<file path="src/rtl/core/smic_pkg.sv">
// ----------------------------------------------------------------------------
// smic_pkg
// Shared types and codes of the shadow memory init checker.
// ----------------------------------------------------------------------------
package smic_pkg;

	localparam int ADDR_W     = 32;
	localparam int IP_W       = 32;
	localparam int COUNT_W    = 13;
	localparam int STATE_W    = 2;
	localparam int SIZE_W     = 2;
	localparam int MODE_W     = 2;
	localparam int CFG_IDX_W  = 1;
	localparam int CFG_DATA_W = 32;
	// error record: {state, address, size code}
	localparam int REC_W      = STATE_W + ADDR_W + SIZE_W;

	localparam logic [MODE_W-1:0] MODE_MARK  = 2'd0;
	localparam logic [MODE_W-1:0] MODE_READ  = 2'd1;
	localparam logic [MODE_W-1:0] MODE_WRITE = 2'd2;
	localparam logic [MODE_W-1:0] MODE_DRAIN = 2'd3;

	localparam logic [STATE_W-1:0] ST_UNALLOC = 2'd0;
	localparam logic [STATE_W-1:0] ST_INIT    = 2'd2;

	localparam logic [SIZE_W-1:0] SIZE_BAD = 2'd3;

	localparam logic [CFG_IDX_W-1:0] CFG_WINDOW_BASE = 1'b0;
	localparam logic [CFG_IDX_W-1:0] CFG_PARTIAL_OK  = 1'b1;

	typedef enum logic [3:0] {
		S_CLEAR,
		S_IDLE,
		S_OFFSET,
		S_FIT,
		S_DISPATCH,
		S_RD_REQ,
		S_RD_CHK,
		S_FILL,
		S_LOG,
		S_FINISH
	} smic_state_t;

	typedef struct packed {
		logic load_in;
		logic calc_off;
		logic calc_fit;
		logic clr_wr;
		logic sh_rd;
		logic cap_found;
		logic run_wr;
		logic pos_dec;
		logic pos_inc;
		logic pos_lo;
		logic log_err;
		logic drain_rd;
		logic out_load;
	} smic_cmd_t;

	typedef struct packed {
		logic [MODE_W-1:0] mode;
		logic              fits;
		logic              pos_zero;
		logic              pos_last;
		logic              clr_done;
		logic              hit;
		logic              rd_init;
		logic              out_free;
	} smic_sts_t;

endpackage

</file>
<file path="src/rtl/core/smic_ctrl.sv">
// ----------------------------------------------------------------------------
// smic_ctrl
// Sequencer: shadow clear after reset, then one word at a time through
// window check, byte test, byte fill, error logging and result hand-off.
// ----------------------------------------------------------------------------
module smic_ctrl (
	input  logic                clk,
	input  logic                arst_n,
	input  logic                in_valid,
	output logic                in_stall,
	input  smic_pkg::smic_sts_t sts,
	output smic_pkg::smic_cmd_t cmd
);

	import smic_pkg::*;

	smic_state_t state_q, state_d;

	always_ff @(posedge clk or negedge arst_n) begin
		if (!arst_n) begin
			state_q <= S_CLEAR;
		end else begin
			state_q <= state_d;
		end
	end

	always_comb begin
		state_d = state_q;
		unique case (state_q)
			S_CLEAR: begin
				if (sts.clr_done) state_d = S_IDLE;
			end
			S_IDLE: begin
				if (in_valid) state_d = S_OFFSET;
			end
			S_OFFSET:   state_d = S_FIT;
			S_FIT:      state_d = S_DISPATCH;
			S_DISPATCH: begin
				priority if (sts.mode == MODE_DRAIN) state_d = S_FINISH;
				else if (!sts.fits)                  state_d = S_FINISH;
				else if (sts.mode == MODE_READ)      state_d = S_RD_REQ;
				else                                 state_d = S_FILL;
			end
			S_RD_REQ: state_d = S_RD_CHK;
			S_RD_CHK: begin
				if (sts.hit || sts.pos_zero) begin
					state_d = sts.rd_init ? S_FINISH : S_FILL;
				end else begin
					state_d = S_RD_REQ;
				end
			end
			S_FILL: begin
				if (sts.pos_last) begin
					state_d = (sts.mode == MODE_READ) ? S_LOG : S_FINISH;
				end
			end
			S_LOG:    state_d = S_FINISH;
			S_FINISH: begin
				if (sts.out_free) state_d = S_IDLE;
			end
			default:  state_d = S_CLEAR;
		endcase
	end

	always_comb begin
		cmd      = '0;
		in_stall = 1'b1;
		unique case (state_q)
			S_CLEAR: cmd.clr_wr = 1'b1;
			S_IDLE: begin
				in_stall    = 1'b0;
				cmd.load_in = in_valid;
			end
			S_OFFSET:   cmd.calc_off = 1'b1;
			S_FIT:      cmd.calc_fit = 1'b1;
			S_DISPATCH: cmd.drain_rd = (sts.mode == MODE_DRAIN);
			S_RD_REQ:   cmd.sh_rd    = 1'b1;
			S_RD_CHK: begin
				cmd.cap_found = 1'b1;
				if (!(sts.hit || sts.pos_zero)) begin
					cmd.pos_dec = 1'b1;
				end else if (!sts.rd_init) begin
					cmd.pos_lo = 1'b1;
				end
			end
			S_FILL: begin
				cmd.run_wr  = 1'b1;
				cmd.pos_inc = !sts.pos_last;
			end
			S_LOG:    cmd.log_err  = 1'b1;
			S_FINISH: cmd.out_load = sts.out_free;
			default: ;
		endcase
	end

endmodule

</file>
<file path="config.mk">
export PLATFORM = sky130hd
export DESIGN_NAME = smic_ctrl
export DESIGN_NICKNAME = d
export VERILOG_FILES = /design/src/rtl/core/smic_pkg.sv /design/src/rtl/core/smic_ctrl.sv
export SDC_FILE = /design/constraint.sdc
export NUM_CORES = 1
export LEC_CHECK = 0
export BUFFER_PORTS_ARGS = -buffer_cell sky130_fd_sc_hd__buf_4
export CORE_AREA = 2 2 39 41
export CTS_CLUSTER_DIAMETER = 40
export DETAILED_ROUTE_END_ITERATION = 6
export DIE_AREA = 0 0 41 43
export PLACE_DENSITY = 0.66
export SLEW_MARGIN = 20
export SYNTH_ARGS = -nofsm -noshare
export SYNTH_HDL_FRONTEND = slang
export SYNTH_SLANG_ARGS = --single-unit
</file>
<file path="constraint.sdc">
create_clock -name clk -period 1.85 [get_ports clk]
set_input_delay 0.37 -clock clk [delete_from_list [all_inputs] [get_ports clk]]
set_output_delay 0.37 -clock clk [all_outputs]
set_load 0.01 [all_outputs]
</file>
==> impl_metrics.tcl, run 1 <==
set metrics [dict create \
    p_per_area_nw_per_um2 1380 \
    numCtsBuffers 3 \
    synthArstFlopShare 1.00 \
    yosys.cell_types.count 27 \
    cts_root_buffer "clkbuf_4" \
    ys_seq_elements 4 \
    drv_slew 0 \
    start_kind "flip-flop" \
    tightestPinTransition_ns 0.356 \
    clock_latency_ns 0.23 \
    drt-total-wl_um 1270 \
    grt_pass1_vias 494 \
    wire_per_inst_um 11.4 \
    io_buffer_count 25 \
    fin_crit_ns 1.78 \
    swShare 0.453 \
    fin_nets 110 \
    r2r_slack_ns 0.51 \
    yosysWarnings 0 \
    placed_cell_area_um2 663 \
    grt_max_degree 15 \
    ys_top_cells_by_area "dfrtp_1 (22%), nor2_1 (8.3%), o21ai_0 (6.6%)" \
    synth_top_area_cell "dfrtp_1" \
    route.antenna.remaining_nets 0 \
    first_iter_violations 12 \
    place.gp.congestion 0.867 \
    yosysSeqAreaShare 0.221 \
    period_share 0.961 \
    fin_tns_setup_ns 0 \
    grtUsageTotal 0.179 \
    syn_area_per_cell_um2 6.97 \
    path_max_fanout 14 \
    cp.arrival_ns 1.41 \
    fillCellCount 143 \
    place_hpwl_um 991 \
    comb_power_share 0.680 \
    crit_path_end_kind "primary output" \
    critical_path_required_ns 1.48 \
    power_frac_clock 0.106 \
    final_cell_area_um2 734 \
    area_growth_pct 62.2 \
    firstDrtPassIters 4 \
    seq_power_share 0.214 \
    status "completed" \
    fp.coreArea_um2 1380 \
    worstSetupPathType "reg2out" \
    power.switching_mw 0.460 \
    die_h_um 43 \
    synthCells 65 \
    slew_headroom 0.760 \
    grt_pass1_wl_um 2150 \
    largest_register "state_q" \
    maxCapViolations 0 \
    grt-ovfl-total 0 \
    finalHoldViolations 0 \
    drc_errors 0 \
    fin_skew_ns 0.000740 \
    netlist_area_um2 453 \
    clockBufferDepth 2 \
    viasPerCell 5.21 \
    io_pins 26 \
    diodes 0 \
    vias 583 \
    finalSetupViolCount 0 \
    irDropWorstVdd_v 0.000817 \
    yosysTopAreaCellShare 0.221 \
    yosys-top-cells-count "nor2_1 (10), inv_1 (6), nand2_1 (6), o21ai_0 (6)" \
    rows 14 \
    power.internal_mw 0.555 \
    start_util 0.327 \
    synth_edf_count 0 \
    clkTransAtPathRegs_ns 0.04 \
    largest_reg_flops 4 \
    largestRegisters "state_q x4" \
    synth_most_common_cell "nor2_1" \
    clkSinkCount 4 \
    max_freq_mhz 563 \
    ys.flop_type "dfrtp_1" \
    die_w_um 41 \
    syn_nets 77 \
    hp-class "in2reg" \
    die_area_um2 1760 \
    cts_max_level 1 \
    antenna_found_initial 0 \
    drive_gt1_frac 0.458 \
    cts_tree "built" \
    rsz0062_at_grt "yes" \
    leakage_nw 0.362 \
]
area by class of cell:
class                      instances  area, um^2  area share
tap                               16        20.0      0.0273
multi-input combinational         51         323       0.440
sequential                         4         104       0.141
inverter                           6        22.5      0.0307
timing repair buffer              32         243       0.330
clock buffer                       3        22.5      0.0307
metal layers:
metal  global-route usage  part of all wire  vias up
li1                     -                 -      297
met1                0.238              0.45      264
met2                0.234              0.47       20
met3                0.110             0.075        2
met4               0.0600             0.011        0
met5                    0                 0        -
placed cells by master, fill, tap and decap left out, drive strengths merged:
cell and instances:
a21oi 5, a22oi 1, a2bb2oi 1, a31o 1, and3 1, buf 31, clkbuf 3, dfrtp 4
dlygate4sd3 1, inv 6, mux2i 1, nand2 6, nand2b 3, nand3 1, nand3b 1, nand4b 1
nor2 10, nor2b 2, nor3b 1, nor4 3, o211ai 2, o21a 1, o21ai 6, o22ai 1
o31a 1, o32ai 1, or4b 1
power by group through the flow:
stage	sequential, mW	clock, mW	combinational, mW
global placement	0.210	0	0.639
floorplan	0.166	0	0.447
CTS	0.216	0.112	0.643
global route	0.228	0.127	0.763
detailed placement	0.215	0	0.636
finish	0.217	0.107	0.691
logic make-up (layout without fill, tap and decap cells):
family	Yosys count	count (layout)	share of synthesized area
flip-flops	4	4	0.221
multiplexers	1	1	0.0221
AND/OR/NAND/NOR	30	30	0.351
AO/OA/AOI/OAI	20	20	0.312
buffers and inverters	10	41	0.0939
stage by stage:
stage / power [mW] / std cells / setup WS, ns / util / hold WS, ns
after floorplan: 0.613 / 65 / 0.339 / - / 0.0744
after global placement: 0.848 / 105 / 0.269 / 0.479 / 0.169
after detailed placement: 0.852 / 105 / 0.230 / 0.479 / 0.167
after CTS: 0.972 / 109 / 0.00953 / 0.504 / 0.341
after global routing: 1.12 / 112 / -0.0229 / 0.531 / 0.332
final: 1.02 / 112 / 0.0730 / 0.531 / 0.343
final timing paths:
check                      startpoint  cells after the start          to
min in group asynchronous      arst_n                      2  state_q[0]
max                        state_q[2]                      3      cmd[2]
max in group asynchronous      arst_n                      2  state_q[1]
max reg2reg                state_q[3]                      5  state_q[3]
min                            sts[0]                      2  state_q[3]
min reg2reg                state_q[3]                      1  state_q[2]
critical path, stage by stage, from the launching register on:
cell and delay [ns]:
dfrtp_2 0.49, or4b_4 0.51, inv_1 0.06, buf_4 0.11
what timing repair did:
action,in CTS,in global routing
buffers inserted,0,3
setup endpoints to repair,3,5
hold endpoints to repair,4,0
gates resized for setup,1,4
pin swaps,0,0
hold buffers,1,0
Power figures use the tool's default switching activity.
==> inputs of run 2 (changes only) <==
Settings changed: MAX_ROUTING_LAYER set to met4.
==> impl_metrics.tcl, run 2 (synthesis results as in run 1) <==
set metrics [dict create \
    grtUsageTotal 0.183 \
    antenna_found_initial 0 \
    clockBufferDepth 2 \
    largestRegisters "state_q x4" \
    cts_tree "built" \
    cp.arrival_ns 1.41 \
    cts_max_level 1 \
    clkTransAtPathRegs_ns 0.04 \
    reg2reg_to "state_q[0]" \
    viasPerCell 5.25 \
    grt-ovfl-total 0 \
    clock_latency_ns 0.23 \
    io_pins 26 \
    p_per_area_nw_per_um2 1420 \
    power.switching_mw 0.478 \
    crit_end "cmd[2]" \
    start_kind "flip-flop" \
    fillCellCount 144 \
    start_util 0.327 \
    period_share 0.962 \
    place_hpwl_um 1030 \
    die_w_um 41 \
    crit_path_end_kind "primary output" \
    io_buffer_count 25 \
    drive_gt1_frac 0.464 \
    fin_nets 111 \
    rows 14 \
    final_cell_area_um2 744 \
    seq_power_share 0.192 \
    multi_input_area_um2 327 \
    final_common_cell "buf_4" \
    regToRegStartpoint "state_q[1]" \
    drv_slew 0 \
    comb_power_share 0.704 \
    largest_register "state_q" \
    tightestPinTransition_ns 0.308 \
    postLayoutCoreUtil 0.538 \
    place.gp.congestion 0.890 \
    r2r_slack_ns 0.44 \
    swShare 0.452 \
    irDropWorstVdd_v 0.000690 \
    wire_per_inst_um 12.3 \
    fp.coreArea_um2 1380 \
    grt_max_degree 15 \
    slew_headroom 0.793 \
    area_growth_pct 64.4 \
    firstDrtPassIters 4 \
    reg2regPathDepth 5 \
    crit_start "state_q[1]" \
    critical_path_required_ns 1.48 \
    fin_crit_ns 1.78 \
    finalSetupViolCount 0 \
    vias 593 \
    hp-class "in2reg" \
    die_h_um 43 \
    largest_reg_flops 4 \
    drc_errors 0 \
    diodes 0 \
    whs_ns 0.350 \
    grt_pass1_wl_um 2160 \
    maxCapViolations 0 \
    numCtsBuffers 3 \
    drt-total-wl_um 1390 \
    final_cell_mix "buf_4 (32), nor2_1 (9), nand2_1 (6), inv_1 (6), o21ai_0 (6)" \
    route.antenna.remaining_nets 0 \
    regArea_um2 103 \
    fin_skew_ns 0.000603 \
    clkSinkCount 4 \
    power.internal_mw 0.580 \
    power_frac_clock 0.103 \
    place_inst 106 \
    final_cell_count_no_fill 113 \
    path_max_fanout 7 \
    first_iter_violations 13 \
    finalHoldViolations 0 \
    grt_pass1_vias 526 \
    cts_root_buffer "clkbuf_4" \
    placed_cell_area_um2 671 \
    max_freq_mhz 562 \
    die_area_um2 1760 \
    worstSetupPathType "reg2out" \
    leakage_nw 0.378 \
    status "completed" \
]
-- run 2: how the worst min path moves through the flow --
stage / from / endpoint / slack [ns] / cells past startpoint
after floorplan: arst_n / state_q[0] / 0.07 / 0
after global placement: arst_n / state_q[3] / 0.17 / 1
after detailed placement: arst_n / state_q[3] / 0.17 / 1
after CTS: sts[0] / state_q[3] / 0.34 / 2
after global routing: sts[0] / state_q[3] / 0.33 / 2
final: sts[0] / state_q[3] / 0.35 / 2
-- run 2: power by group through the flow --
stage	registers (mW)	logic [mW]	clock network, mW
after global placement	0.203	0.661	0
after CTS	0.209	0.661	0.114
after detailed placement	0.208	0.652	0
final	0.203	0.745	0.109
after global routing	0.211	0.811	0.126
after floorplan	0.166	0.447	0
-- run 2: layout make-up --
cell class,instances,share of cell area
repair buffers,33,0.336
inverters,6,0.0303
well taps,16,0.0269
clock buffers,3,0.0303
flip-flops and latches,4,0.138
multi-input cells,51,0.439
-- run 2: worst max-delay path: stages, from the launching register on --
cell and delay (ns):
dfrtp_2 0.44, or4b_4 0.56, inv_1 0.07, buf_4 0.11
-- run 2: per-stage QoR --
step | setup WS [ns] | TNS, ns | power [mW]
final | 0.0699 | 0 | 1.06
after CTS | 0.00518 | 0 | 0.983
after floorplan | 0.339 | 0 | 0.613
after global routing | -0.0239 | -0.0239 | 1.15
after global placement | 0.262 | 0 | 0.864
after detailed placement | 0.223 | 0 | 0.860
-- run 2: what timing repair did --
item,4_1_cts,5_1_grt
pin swaps,0,1
hold endpoints to repair,4,0
endpoints found under the setup margin,3,4
hold buffers,1,0
setup buffers,0,3
resized for setup,1,4
-- run 2: per-layer routing --
| layer | GRT usage | wire length, um | vias to the layer above |
|---|---|---|---|
| met5 | - | 0 | - |
| met4 | 0.0933 | 14 | 0 |
| met3 | 0.0628 | 71 | 2 |
| met2 | 0.250 | 695 | 18 |
| met1 | 0.231 | 610 | 278 |
| li1 | - | - | 295 |
==> inputs of run 3 (changes only) <==
Settings changed: ABC_AREA set to 1, PLACE_DENSITY 0.66 to 0.64.
==> impl_metrics.tcl, run 3 <==
set metrics [dict create \
    wl_met2_um 578 \
    regArea_um2 100 \
    cts_tree "built" \
    drc_errors 0 \
    route.antenna.remaining_nets 0 \
    top_layer_used "met3" \
    worstSetupPathType "reg2out" \
    finalHoldViolations 0 \
    reg2reg_to "state_q[1]" \
    critical_path_required_ns 1.48 \
    cp.arrival_ns 1.28 \
    reg2regPathDepth 7 \
    cts_root_buffer "clkbuf_4" \
    fin_crit_ns 1.65 \
    period_share 0.893 \
    numCtsBuffers 3 \
    fin_skew_ns 0.000708 \
    start_kind "flip-flop" \
    syn_nets 95 \
    drt-total-wl_um 1140 \
    area_growth_pct 55.8 \
    yosysTopAreaCellShare 0.233 \
    power_mw 0.872 \
    netlist_area_um2 430 \
    finalSetupViolCount 0 \
    rows 14 \
    fin_nets 126 \
    clkSinkCount 4 \
    max_freq_mhz 605 \
    largest_register "state_q" \
    die_h_um 43 \
    wire_per_inst_um 8.92 \
    yosys.cell_types.count 12 \
    clock_latency_ns 0.23 \
    antenna_found_initial 0 \
    tightestPinTransition_ns 0.231 \
    grt_pass1_wl_um 1790 \
    place_hpwl_um 1020 \
    met3WireLength_um 70 \
    final_cell_mix "nand2_1 (25), buf_4 (25), nor2_1 (18), inv_1 (14), nand3_1 (7)" \
    fillCellCount 151 \
    synth_edf_count 0 \
    synthCells 83 \
    grt-ovfl-total 0 \
    rsz0062_at_grt "no" \
    io_pins 26 \
    clkTransAtPathRegs_ns 0.04 \
    vias 562 \
    synth_most_common_cell "nand2_1" \
    first_iter_violations 11 \
    cts-resized-gates 0 \
    whs_ns 0.471 \
    firstDrtPassIters 6 \
    irDropWorstVdd_v 0.000472 \
    hp-class "in2reg" \
    viasPerCell 4.39 \
    maxCapViolations 0 \
    slew_headroom 0.845 \
    diodes 0 \
    fin_tns_setup_ns 0 \
    path_max_fanout 6 \
    p_per_area_nw_per_um2 1300 \
    yosysWarnings 0 \
    synthArstFlopShare 1.00 \
    r2r_slack_ns 0.64 \
    yosys-top-cells-count "nand2_1 (25), nor2_1 (18), inv_1 (14)" \
    ys_top_cells_by_area "dfrtp_1 (23%), nand2_1 (22%), nor2_1 (16%)" \
    fp.coreArea_um2 1380 \
    min_path_cells 4 \
    yosysSeqAreaShare 0.233 \
    regToRegStartpoint "state_q[0]" \
    start_util 0.311 \
    clockBufferDepth 2 \
    status "completed" \
    drive_gt1_frac 0.321 \
    ys_seq_elements 4 \
    grtUsageTotal 0.152 \
    drv_slew 0 \
    ys.flop_type "dfrtp_1" \
    wl_met1_um 493 \
    postCtsSetupBuffers 0 \
    synth_top_area_cell "dfrtp_1" \
    cts_max_level 1 \
    io_buffer_count 25 \
    die_w_um 41 \
    multi_input_area_um2 270 \
    die_area_um2 1760 \
    leakage_nw 0.429 \
    grt_pass1_vias 462 \
    crit_path_end_kind "primary output" \
    cts_hold_buffers 1 \
    largestRegisters "state_q x4" \
    grt_max_degree 7 \
    syn_area_per_cell_um2 5.19 \
    place.gp.congestion 0.813 \
    largest_reg_flops 4 \
    holdPathEnd "state_q[3]" \
    hold_start "sts[0]" \
]
==> run 3: changes by cell type after synthesis, moves of 4 or more <==
cell / before / now
nand2_1: 6 / 25
inv_1: 6 / 14
nor2_1: 10 / 18
nand3_1: 1 / 7
nor2_2: 0 / 5
buf_2: 4 / 0
==> run 3: report_power, final <==
part	leakage [nW]	internal, mW	switching, mW
logic	0.365	0.237	0.344
registers	0.0512	0.129	0.0573
clock network	0.0138	0.0723	0.0320
==> run 3: area by class of cell <==
class,count,area share
Clock buffer,3,0.0336
Inverter,16,0.0896
Multi-Input combinational cell,63,0.403
Sequential cell,4,0.149
Tap cell,16,0.0299
Timing Repair Buffer,26,0.295
==> run 3: worst max-delay path: stages (launching register included) <==
cell and delay (ns):
dfrtp_1 0.42, inv_1 0.12, nand2_1 0.10, nor2_2 0.16, nand2_1 0.09, inv_1 0.06
buf_4 0.11
==> run 3: cell families after synthesis <==
logic type	after synthesis	share of synthesized area
compound gates	5	0.0581
simple gates	58	0.570
buf+inv	16	0.140
flops	4	0.233
==> run 3: worst max path at each step <==
stage,startpoint,depth (start not counted),end
after floorplan,state_q[3],3,cmd[5]
after global placement,state_q[0],6,cmd[3]
after detailed placement,state_q[0],6,cmd[3]
after CTS,state_q[0],6,cmd[3]
after global routing,state_q[0],6,cmd[3]
final,state_q[0],6,cmd[3]
==> run 3: routing by layer <==
metal | vias to the layer above | global-route usage
met1 | 231 | 0.200
met5 | - | -
met2 | 22 | 0.231
li1 | 309 | -
met4 | 0 | 0.0600
met3 | 0 | 0.0157
==> run 3: per-stage QoR <==
stage	std cells	worst slack (ns)	cell area [um^2]	utilization
2_1_floorplan	83	0.493	430	-
3_3_place_gp	124	0.433	638	0.461
3_5_place_dp	124	0.442	638	0.461
4_1_cts	128	0.194	671	0.485
5_1_grt	128	0.0759	671	0.485
6_report	128	0.198	671	0.485
